File: src/rtl/skt_pkg.sv
// Shared types, codes and default sizes for the sorted key table lookup unit.
package skt_pkg;

    localparam int DEPTH_DEF        = 64;
    localparam int KEY_BITS_DEF     = 16;
    localparam int HANDLER_BITS_DEF = 16;

    localparam int STATUS_W = 3;
    localparam int POS_W    = 6;
    localparam int COUNT_W  = 7;

    typedef enum logic [STATUS_W-1:0] {
        ST_STORED = 3'd0,
        ST_CLOSED = 3'd1,
        ST_HIT    = 3'd2,
        ST_MISS   = 3'd3,
        ST_FULL   = 3'd4
    } status_t;

    localparam logic CMD_LOAD   = 1'b0;
    localparam logic CMD_LOOKUP = 1'b1;

    typedef struct packed {
        status_t              status;
        logic [POS_W-1:0]     position;
        logic [COUNT_W-1:0]   entry_count;
    } result_t;

endpackage

File: src/rtl/sorted_key_table_lookup_unit.sv
// Top level of the sorted key table lookup unit: entry memory, sequencer, output register.
//
//   channel | valid     | stall     | payload
//   --------+-----------+-----------+------------------------------------------------
//   in      | in_valid  | in_stall  | command, key, handler_id
//   out     | out_valid | out_stall | status, position, found_handler, entry_count
//
// A lookup makes p binary search probes (p <= ceil(log2(count + 1)), at most 7 for
// 64 entries), one probe per memory read. A closing load runs the bubble sort: each
// pass makes one compare and write per element on the separate write and read ports
// of the memory. Reset clears the state, count and the closed flag; the entry memory
// is never cleared. One word is in work at a time; the output register holds a
// finished word while the next one is taken and worked on, and out_stall holds the
// sequencer only when a second result is ready.
module sorted_key_table_lookup_unit
    import skt_pkg::*;
#(
    parameter int DEPTH        = DEPTH_DEF,
    parameter int KEY_BITS     = KEY_BITS_DEF,
    parameter int HANDLER_BITS = HANDLER_BITS_DEF
)
(
    input  logic                    clk,
    input  logic                    rst_n,
    input  logic                    in_valid,
    output logic                    in_stall,
    input  logic                    command,
    input  logic [KEY_BITS-1:0]     key,
    input  logic [HANDLER_BITS-1:0] handler_id,
    output logic                    out_valid,
    input  logic                    out_stall,
    output logic [STATUS_W-1:0]     status,
    output logic [POS_W-1:0]        position,
    output logic [HANDLER_BITS-1:0] found_handler,
    output logic [COUNT_W-1:0]      entry_count
);

    localparam int IDX_W = $clog2(DEPTH);
    localparam int ENT_W = KEY_BITS + HANDLER_BITS;

    logic                    ram_we;
    logic [IDX_W-1:0]        ram_waddr;
    logic [ENT_W-1:0]        ram_wdata;
    logic [IDX_W-1:0]        ram_raddr;
    logic [ENT_W-1:0]        ram_rdata;

    logic                    res_valid;
    logic                    res_take;
    result_t                 res;
    logic [HANDLER_BITS-1:0] res_handler;

    logic                    out_valid_reg, out_valid_next;
    result_t                 out_res_reg;
    logic [HANDLER_BITS-1:0] out_handler_reg;

    skt_ram #(
        .WIDTH (ENT_W),
        .DEPTH (DEPTH)
    ) u_ram (
        .clk   (clk),
        .we    (ram_we),
        .waddr (ram_waddr),
        .wdata (ram_wdata),
        .raddr (ram_raddr),
        .rdata (ram_rdata)
    );

    skt_engine #(
        .DEPTH        (DEPTH),
        .KEY_BITS     (KEY_BITS),
        .HANDLER_BITS (HANDLER_BITS)
    ) u_engine (
        .clk         (clk),
        .rst_n       (rst_n),
        .in_valid    (in_valid),
        .in_stall    (in_stall),
        .command     (command),
        .key         (key),
        .handler_id  (handler_id),
        .res_valid   (res_valid),
        .res_take    (res_take),
        .res         (res),
        .res_handler (res_handler),
        .ram_we      (ram_we),
        .ram_waddr   (ram_waddr),
        .ram_wdata   (ram_wdata),
        .ram_raddr   (ram_raddr),
        .ram_rdata   (ram_rdata)
    );

    assign res_take = !out_valid_reg || !out_stall;

    always_comb
    begin
        out_valid_next = out_valid_reg;
        if (res_valid && res_take)
        begin
            out_valid_next = 1'b1;
        end
        else if (out_valid_reg && !out_stall)
        begin
            out_valid_next = 1'b0;
        end
    end

    always_ff @(posedge clk or negedge rst_n)
    begin
        if (!rst_n)
        begin
            out_valid_reg <= 1'b0;
        end
        else
        begin
            out_valid_reg <= out_valid_next;
        end
    end

    always_ff @(posedge clk)
    begin
        if (res_valid && res_take)
        begin
            out_res_reg     <= res;
            out_handler_reg <= res_handler;
        end
    end

    assign out_valid     = out_valid_reg;
    assign status        = out_res_reg.status;
    assign position      = out_res_reg.position;
    assign found_handler = out_handler_reg;
    assign entry_count   = out_res_reg.entry_count;

`ifndef SYNTHESIS
    a_busy_after_accept: assert property (
        @(posedge clk) disable iff (!rst_n)
        in_valid && !in_stall |=> in_stall
    ) else $error("input taken while a word is in work");

    a_fill_on_no_hit: assert property (
        @(posedge clk) disable iff (!rst_n)
        out_valid && (status != ST_HIT) |-> (position == '0) && (found_handler == '0)
    ) else $error("position or handler nonzero without a hit");

    a_status_code: assert property (
        @(posedge clk) disable iff (!rst_n)
        out_valid |-> (status == ST_STORED) || (status == ST_CLOSED) ||
                      (status == ST_HIT) || (status == ST_MISS) || (status == ST_FULL)
    ) else $error("undefined status code");

    a_result_not_lost: assert property (
        @(posedge clk) disable iff (!rst_n)
        res_valid && out_valid && out_stall |=> res_valid
    ) else $error("finished result dropped while output held");
`endif

endmodule

File: src/rtl/skt_ram.sv
// Generic single-write, single-read memory with registered read data.
module skt_ram
    import skt_pkg::*;
#(
    parameter int WIDTH = KEY_BITS_DEF + HANDLER_BITS_DEF,
    parameter int DEPTH = DEPTH_DEF
)
(
    input  logic                     clk,
    input  logic                     we,
    input  logic [$clog2(DEPTH)-1:0] waddr,
    input  logic [WIDTH-1:0]         wdata,
    input  logic [$clog2(DEPTH)-1:0] raddr,
    output logic [WIDTH-1:0]         rdata
);

    logic [WIDTH-1:0] mem [DEPTH];
    logic [WIDTH-1:0] rdata_reg;

    always_ff @(posedge clk)
    begin
        if (we)
        begin
            mem[waddr] <= wdata;
        end
        rdata_reg <= mem[raddr];
    end

    assign rdata = rdata_reg;

endmodule

File: src/rtl/skt_engine.sv
// Load, bubble sort and binary search sequencer around the entry memory.
module skt_engine
    import skt_pkg::*;
#(
    parameter int DEPTH        = DEPTH_DEF,
    parameter int KEY_BITS     = KEY_BITS_DEF,
    parameter int HANDLER_BITS = HANDLER_BITS_DEF
)
(
    input  logic                             clk,
    input  logic                             rst_n,
    input  logic                             in_valid,
    output logic                             in_stall,
    input  logic                             command,
    input  logic [KEY_BITS-1:0]              key,
    input  logic [HANDLER_BITS-1:0]          handler_id,
    output logic                             res_valid,
    input  logic                             res_take,
    output result_t                          res,
    output logic [HANDLER_BITS-1:0]          res_handler,
    output logic                             ram_we,
    output logic [$clog2(DEPTH)-1:0]         ram_waddr,
    output logic [KEY_BITS+HANDLER_BITS-1:0] ram_wdata,
    output logic [$clog2(DEPTH)-1:0]         ram_raddr,
    input  logic [KEY_BITS+HANDLER_BITS-1:0] ram_rdata
);

    localparam int IDX_W = $clog2(DEPTH);
    localparam int CNT_W = $clog2(DEPTH + 1);
    localparam int ENT_W = KEY_BITS + HANDLER_BITS;

    typedef enum logic [7:0] {
        S_IDLE  = 8'b0000_0001,
        S_PASS  = 8'b0000_0010,
        S_HEAD  = 8'b0000_0100,
        S_CMP   = 8'b0000_1000,
        S_TAIL  = 8'b0001_0000,
        S_SRCH  = 8'b0010_0000,
        S_PROBE = 8'b0100_0000,
        S_DONE  = 8'b1000_0000
    } state_t;

    state_t                   state_reg, state_next;
    logic [CNT_W-1:0]         count_reg, count_next;
    logic                     closed_reg, closed_next;
    logic [IDX_W-1:0]         end_reg, end_next;
    logic [IDX_W-1:0]         i_reg, i_next;
    logic                     swapped_reg, swapped_next;
    logic [ENT_W-1:0]         cur_reg, cur_next;
    logic [CNT_W-1:0]         lo_reg, lo_next;
    logic [CNT_W-1:0]         hip_reg, hip_next;
    logic [CNT_W-1:0]         mid_reg, mid_next;
    logic [KEY_BITS-1:0]      skey_reg, skey_next;
    result_t                  res_reg, res_next;
    logic [HANDLER_BITS-1:0]  res_handler_reg, res_handler_next;

    logic [CNT_W-1:0]         cnt_eff;
    logic [CNT_W-1:0]         lo_n;
    logic [CNT_W-1:0]         hip_n;
    logic [CNT_W-1:0]         mid_n;
    logic [KEY_BITS-1:0]      rd_key;
    logic [HANDLER_BITS-1:0]  rd_handler;
    logic [KEY_BITS-1:0]      cur_key;

    assign rd_key     = ram_rdata[ENT_W-1:HANDLER_BITS];
    assign rd_handler = ram_rdata[HANDLER_BITS-1:0];
    assign cur_key    = cur_reg[ENT_W-1:HANDLER_BITS];
    assign cnt_eff    = closed_reg ? '0 : count_reg;

    assign in_stall    = (state_reg != S_IDLE);
    assign res_valid   = (state_reg == S_DONE);
    assign res         = res_reg;
    assign res_handler = res_handler_reg;

    always_comb
    begin
        state_next       = state_reg;
        count_next       = count_reg;
        closed_next      = closed_reg;
        end_next         = end_reg;
        i_next           = i_reg;
        swapped_next     = swapped_reg;
        cur_next         = cur_reg;
        lo_next          = lo_reg;
        hip_next         = hip_reg;
        mid_next         = mid_reg;
        skey_next        = skey_reg;
        res_next         = res_reg;
        res_handler_next = res_handler_reg;
        ram_we           = 1'b0;
        ram_waddr        = i_reg;
        ram_wdata        = cur_reg;
        ram_raddr        = '0;
        lo_n             = lo_reg;
        hip_n            = hip_reg;
        mid_n            = mid_reg;

        case (state_reg)
            S_IDLE:
            begin
                if (in_valid)
                begin
                    res_next.position = '0;
                    res_handler_next  = '0;
                    if (command == CMD_LOOKUP)
                    begin
                        skey_next = key;
                        if (closed_reg && (count_reg != '0))
                        begin
                            lo_next    = '0;
                            hip_next   = count_reg;
                            state_next = S_SRCH;
                        end
                        else
                        begin
                            res_next.status      = ST_MISS;
                            res_next.entry_count = COUNT_W'(count_reg);
                            state_next           = S_DONE;
                        end
                    end
                    else
                    begin
                        closed_next = 1'b0;
                        count_next  = cnt_eff;
                        if (key == '0)
                        begin
                            res_next.entry_count = COUNT_W'(cnt_eff);
                            if (cnt_eff <= CNT_W'(1))
                            begin
                                closed_next     = 1'b1;
                                res_next.status = ST_CLOSED;
                                state_next      = S_DONE;
                            end
                            else
                            begin
                                end_next   = IDX_W'(cnt_eff - CNT_W'(1));
                                state_next = S_PASS;
                            end
                        end
                        else if (cnt_eff == CNT_W'(DEPTH))
                        begin
                            res_next.status      = ST_FULL;
                            res_next.entry_count = COUNT_W'(cnt_eff);
                            state_next           = S_DONE;
                        end
                        else
                        begin
                            ram_we               = 1'b1;
                            ram_waddr            = IDX_W'(cnt_eff);
                            ram_wdata            = {key, handler_id};
                            count_next           = cnt_eff + CNT_W'(1);
                            res_next.status      = ST_STORED;
                            res_next.entry_count = COUNT_W'(cnt_eff + CNT_W'(1));
                            state_next           = S_DONE;
                        end
                    end
                end
            end
            S_PASS:
            begin
                ram_raddr    = '0;
                i_next       = '0;
                swapped_next = 1'b0;
                state_next   = S_HEAD;
            end
            S_HEAD:
            begin
                cur_next   = ram_rdata;
                ram_raddr  = i_reg + IDX_W'(1);
                state_next = S_CMP;
            end
            S_CMP:
            begin
                // carry the larger entry forward, drop the smaller one in place
                ram_we    = 1'b1;
                ram_waddr = i_reg;
                if (cur_key > rd_key)
                begin
                    ram_wdata    = ram_rdata;
                    swapped_next = 1'b1;
                end
                else
                begin
                    ram_wdata = cur_reg;
                    cur_next  = ram_rdata;
                end
                i_next    = i_reg + IDX_W'(1);
                ram_raddr = i_reg + IDX_W'(2);
                if ((i_reg + IDX_W'(1)) >= end_reg)
                begin
                    state_next = S_TAIL;
                end
            end
            S_TAIL:
            begin
                ram_we    = 1'b1;
                ram_waddr = end_reg;
                ram_wdata = cur_reg;
                if (swapped_reg && (end_reg > IDX_W'(1)))
                begin
                    end_next   = end_reg - IDX_W'(1);
                    state_next = S_PASS;
                end
                else
                begin
                    closed_next     = 1'b1;
                    res_next.status = ST_CLOSED;
                    state_next      = S_DONE;
                end
            end
            S_SRCH:
            begin
                mid_n      = lo_reg + ((hip_reg - lo_reg) >> 1);
                ram_raddr  = IDX_W'(mid_n);
                mid_next   = mid_n;
                state_next = S_PROBE;
            end
            S_PROBE:
            begin
                if (rd_key == skey_reg)
                begin
                    res_next.status      = ST_HIT;
                    res_next.position    = POS_W'(mid_reg);
                    res_next.entry_count = COUNT_W'(count_reg);
                    res_handler_next     = rd_handler;
                    state_next           = S_DONE;
                end
                else
                begin
                    if (skey_reg < rd_key)
                    begin
                        hip_n = mid_reg;
                    end
                    else
                    begin
                        lo_n = mid_reg + CNT_W'(1);
                    end
                    lo_next  = lo_n;
                    hip_next = hip_n;
                    mid_n    = lo_n + ((hip_n - lo_n) >> 1);
                    if (lo_n < hip_n)
                    begin
                        ram_raddr = IDX_W'(mid_n);
                        mid_next  = mid_n;
                    end
                    else
                    begin
                        res_next.status      = ST_MISS;
                        res_next.entry_count = COUNT_W'(count_reg);
                        state_next           = S_DONE;
                    end
                end
            end
            S_DONE:
            begin
                if (res_take)
                begin
                    state_next = S_IDLE;
                end
            end
            default:
            begin
                state_next = S_IDLE;
            end
        endcase
    end

    always_ff @(posedge clk or negedge rst_n)
    begin
        if (!rst_n)
        begin
            state_reg  <= S_IDLE;
            count_reg  <= '0;
            closed_reg <= 1'b0;
        end
        else
        begin
            state_reg  <= state_next;
            count_reg  <= count_next;
            closed_reg <= closed_next;
        end
    end

    always_ff @(posedge clk)
    begin
        end_reg         <= end_next;
        i_reg           <= i_next;
        swapped_reg     <= swapped_next;
        cur_reg         <= cur_next;
        lo_reg          <= lo_next;
        hip_reg         <= hip_next;
        mid_reg         <= mid_next;
        skey_reg        <= skey_next;
        res_reg         <= res_next;
        res_handler_reg <= res_handler_next;
    end

endmodule

File: config.mk
export PLATFORM = sky130hd
export DESIGN_NAME = sorted_key_table_lookup_unit
export DESIGN_NICKNAME = d
export VERILOG_FILES = /design/src/rtl/skt_pkg.sv /design/src/rtl/sorted_key_table_lookup_unit.sv /design/src/rtl/skt_ram.sv /design/src/rtl/skt_engine.sv
export SDC_FILE = /design/constraint.sdc
export NUM_CORES = 2
export LEC_CHECK = 0
export BUFFER_PORTS_ARGS = -buffer_cell sky130_fd_sc_hd__buf_4
export CAP_MARGIN = 10
export CELL_PAD_IN_SITES_DETAIL_PLACEMENT = 1
export CELL_PAD_IN_SITES_GLOBAL_PLACEMENT = 1
export CORE_ASPECT_RATIO = 1.4
export CORE_MARGIN = 2
export CORE_UTILIZATION = 57
export CTS_CLUSTER_SIZE = 30
export DETAILED_ROUTE_END_ITERATION = 12
export GPL_TIMING_DRIVEN = 0
export PLACE_DENSITY_LB_ADDON = 0.1
export RECOVER_POWER = 50
export REMOVE_ABC_BUFFERS = 1
export SETUP_SLACK_MARGIN = 0.4
export SYNTH_ARGS = -nofsm -noshare
export SYNTH_HDL_FRONTEND = slang
export SYNTH_SLANG_ARGS = --single-unit
File: constraint.sdc
create_clock -name clk -period 9.5 [get_ports clk]
set_clock_uncertainty 0.2 [all_clocks]
set_input_delay 0.475 -clock clk [delete_from_list [all_inputs] [get_ports clk]]
set_output_delay 0.475 -clock clk [all_outputs]
set_load 0.01 [all_outputs]
==> metrics.md <==
| Metric | Value |
|---|---|
| Overall overflow remaining after global route | 0 |
| Slew margin rel. | -1.23 |
| Static Leakage | 37.2 nW |
| Max Buffers Root-to-Sink | 3 |
| Global-route wire length before repair | 468 mm |
| Dominant cells by area after synthesis | edfxtp_1 72%, nand2_1 7.2%, nand3_1 2.6%, mux2i_1 2.0%, and3_1 1.6% |
| Post-Syn Area per Cell | 13.3 sq um |
| Type of element launching the critical path | flop |
| Global placer's final weighted congestion | 0.872 |
| Result of the run | complete, but fails checks |
| Category of the worst setup path capture point | flop |
| Count of endpoints failing hold in the final timing report | 0 |
| Core box area | 0.160 sq mm |
| Clock tree from TritonCTS | yes |
| Final routed DRC violation total | 0 |
| Die height | 479 microns |
| I/O pin count | 71 |
| Violations in the final reports | max-capacitance violations, max-slew violations |
| Largest fanout on the critical path | 44 |
| Crit path kind | reg -> reg |
| Yosys top cell area share | 0.716 |
| Worst stage delay on the critical path | 0.87 ns |
| CP max stage cell | fa_1 |
| First-pass DRT Iterations | 6 |
| Unrepaired setup endpoints after global routing | false |
| Clock period minus final worst setup slack | 9.11 ns |
| Initial cell density of the core | 0.573 |
| Fillers | 14.8k |
| Maximum number of pins on one net before global-route repair | 74 |
| IR Drop Worst-Case VDD | 0.272 mV |
| Aggregate routed wire length | 331 mm |
| Library cell with the largest summed area after synthesis | edfxtp_1 |
| Worst Hold Class | reg -> reg |
| Count of pins over their slew limit | 1956 |
| Ys flop type | edfxtp_1 |
| Number of warning messages in the yosys log | 0 |
| Layout Nets | 7176 |
| Max-cap violations | 61 |
| Upper clock frequency limit | 110 MHz |
| Power density over cell area | 288 mW/mm^2 |
| Latest clock arrival within the worst-skew pair | 0.87 ns |
| # H-tree levels | 4 |
| Worst-path clk slew | 0.06 ns |
| Flip-flop and latch count after synthesis | 2243 |
| Syn Std Cell Area | 0.0920 sq mm |
| Total via count in the routed design | 64.4k |
| Via count of the first global-routing pass | 67.2k |
| Fraction of the yosys area taken by sequential cells | 0.728 |
| Clock net sink count | 2243 |
| Commonest non-fill, non-tap cells in the layout | 2194 x edfxtp_1, 1757 x nand2_1, 482 x nand3_1 |
| Ratio of final minimum period to clock period | 0.959 |
| TritonCTS Buffers | 202 |
| DRC violation total after the first TritonRoute iteration | 8267 |
| Library cell used as clock root buffer | clkbuf_16 |
| Final standard cell utilization of the core | 0.655 |
| Post-detailed-placement half-perimeter wirelength | 207 mm |
| Area Growth Syn to Fin | 14.3% |
| Most common cell after layout, fill and taps aside | edfxtp_1 |
| Worst hold margin | 0.220 ns |
| Number of flip-flops in the largest register | 2048 |
| Number of synthesized flops with an enable pin | 2194 |
| Average routed wire per standard cell | 35.4 microns |
| Total of buffers placed on input and output ports | 70 |
| Total number of placement rows | 174 |
| Die Wd | 344 microns |
| Fraction of final layout cells sized beyond drive strength 1 | 0.0947 |
| Overall global routing resource usage | 0.400 |
| Count of endpoints failing setup in the final report | 0 |
| Critical path arrival | 9.58 ns |
| Post-route antenna net violation count | 0 |
| Gate Count Post-Synth | 6922 |
| CP dominant cell by count | a21o_1 |
| Full die area | 0.165 sq mm |
| Data required time at the worst endpoint | 9.97 ns |
| Count of unique library cells instantiated by Yosys | 90 |
| Actual transition at the worst max-transition pin | 3.35 ns |
| Fraction of synthesis flops using an asynchronous set or reset pin | 0.00758 |
| Vias per Instance | 6.88 |
| Antenna violations before repair | 24 |
==> kinds of logic (layout without fill, tap and decap cells) <==
group | after synthesis | in the layout | synth area share
compound gates | 990 | 993 | 0.0724
xor+xnor | 35 | 35 | 0.00333
fa+ha+maj | 75 | 75 | 0.0105
buf+inv | 500 | 812 | 0.0273
flops | 2243 | 2243 | 0.728
mux | 205 | 205 | 0.0226
other cells | 0 | 10 | 0
simple gates | 2874 | 2874 | 0.136
==> critical path: cells and delay by family, from the launching register on <==
kind / cells / cell delay (ns)
and+or+nand+nor: 4 / 0.71
AOI/OAI and AO/OA: 11 / 3.64
muxes: 1 / 0.32
buffers and inverters: 8 / 1.53
adders and majority gates: 4 / 1.93
DFF: 1 / 0.37
==> layer usage <==
metal | part of all wire | global-route usage | vias to the layer above
li1 | - | - | 26100
met1 | 0.33 | 0.469 | 32742
met2 | 0.47 | 0.638 | 4158
met3 | 0.11 | 0.0975 | 1363
met4 | 0.089 | 0.299 | 22
met5 | 0.00046 | 0 | -
==> cells in the mapped netlist (all sizes together), types with 8 or more instances <==
library cell  count
xnor2            24
mux2i           187
a221oi           33
a32oi            30
a2111oi          27
nor2b            16
nand2          1762
dfrtp            16
nor2            192
inv              67
o21ai           133
a211o            23
nand4            40
a31oi           165
o21a             12
nand3           487
a221o            11
nand2b           10
a21o             19
xor2             11
a311oi           81
o211ai           19
buf             285
clkbuf          148
mux2             18
dfxtp            32
ha               71
o22ai            48
edfxtp         2194
and3            231
o22a              8
nor4             18
a211oi           17
o221ai           17
and2             45
nor3             44
a311o            12
a21oi           265
==> through the flow <==
| stage | instances | total power [mW] | setup TNS (ns) | setup slack [ns] | instance area, sq um |
|---|---|---|---|---|---|
| detailed placement | 8940 | 22.4 | -0.0806 | -0.0415 | 99700 |
| global route | 9350 | 30.9 | 0 | 0.294 | 105000 |
| global placement | 8671 | 22.2 | -4193.17 | -41.08 | 92900 |
| floorplan | 6489 | 18.2 | -338.48 | -12.53 | 89700 |
| finish | 9359 | 30.3 | 0 | 0.389 | 105000 |
| CTS | 9340 | 30.5 | 0 | 0.353 | 106000 |
==> repair_timing <==
action	4_1_cts	5_1_grt
pin swaps	0	5
hold buffers	22	0
buffers inserted	0	5
hold endpoints to repair	72	0
gates resized for setup	3	9
cloned	1	2
endpoints found under the setup margin	28	27
==> worst paths after layout <==
| path | start | end | slack, ns | depth (start not counted) |
|---|---|---|---|---|
| worst max-delay path | u_ram.rdata[25] | u_ram.rdata[16] | 0.39 | 28 |
| worst min-delay path | u_engine.res[9] | position[2] | 0.22 | 0 |
| worst max register to register | u_ram.rdata[25] | u_ram.rdata[16] | 0.39 | 28 |
| worst min register to register | u_engine.res[9] | position[2] | 0.22 | 0 |
| max in group asynchronous | rst_n | out_valid | 7.17 | 4 |
| min in group asynchronous | rst_n | u_engine.state_reg[0] | 0.60 | 3 |
==> cell type report <==
type,instances,area [sq um],share of cell area
Clock inverter,118,1060,0.0101
Inverter,67,251,0.00239
Tap cell,2112,2640,0.0251
Antenna cell,10,25.0,0.000238
Clock buffer,259,5350,0.0509
Timing Repair Buffer,368,5400,0.0514
Multi-Input combinational cell,4182,23400,0.223
Sequential cell,2243,67000,0.637
==> power by group <==
part           internal (mW)  switching (mW)  total (mW)
Sequential              13.7           0.221        13.9
Clock                   4.40            3.75        8.16
Combinational           1.72            6.49        8.21
No activity file was read; power rests on OpenSTA's default activity.
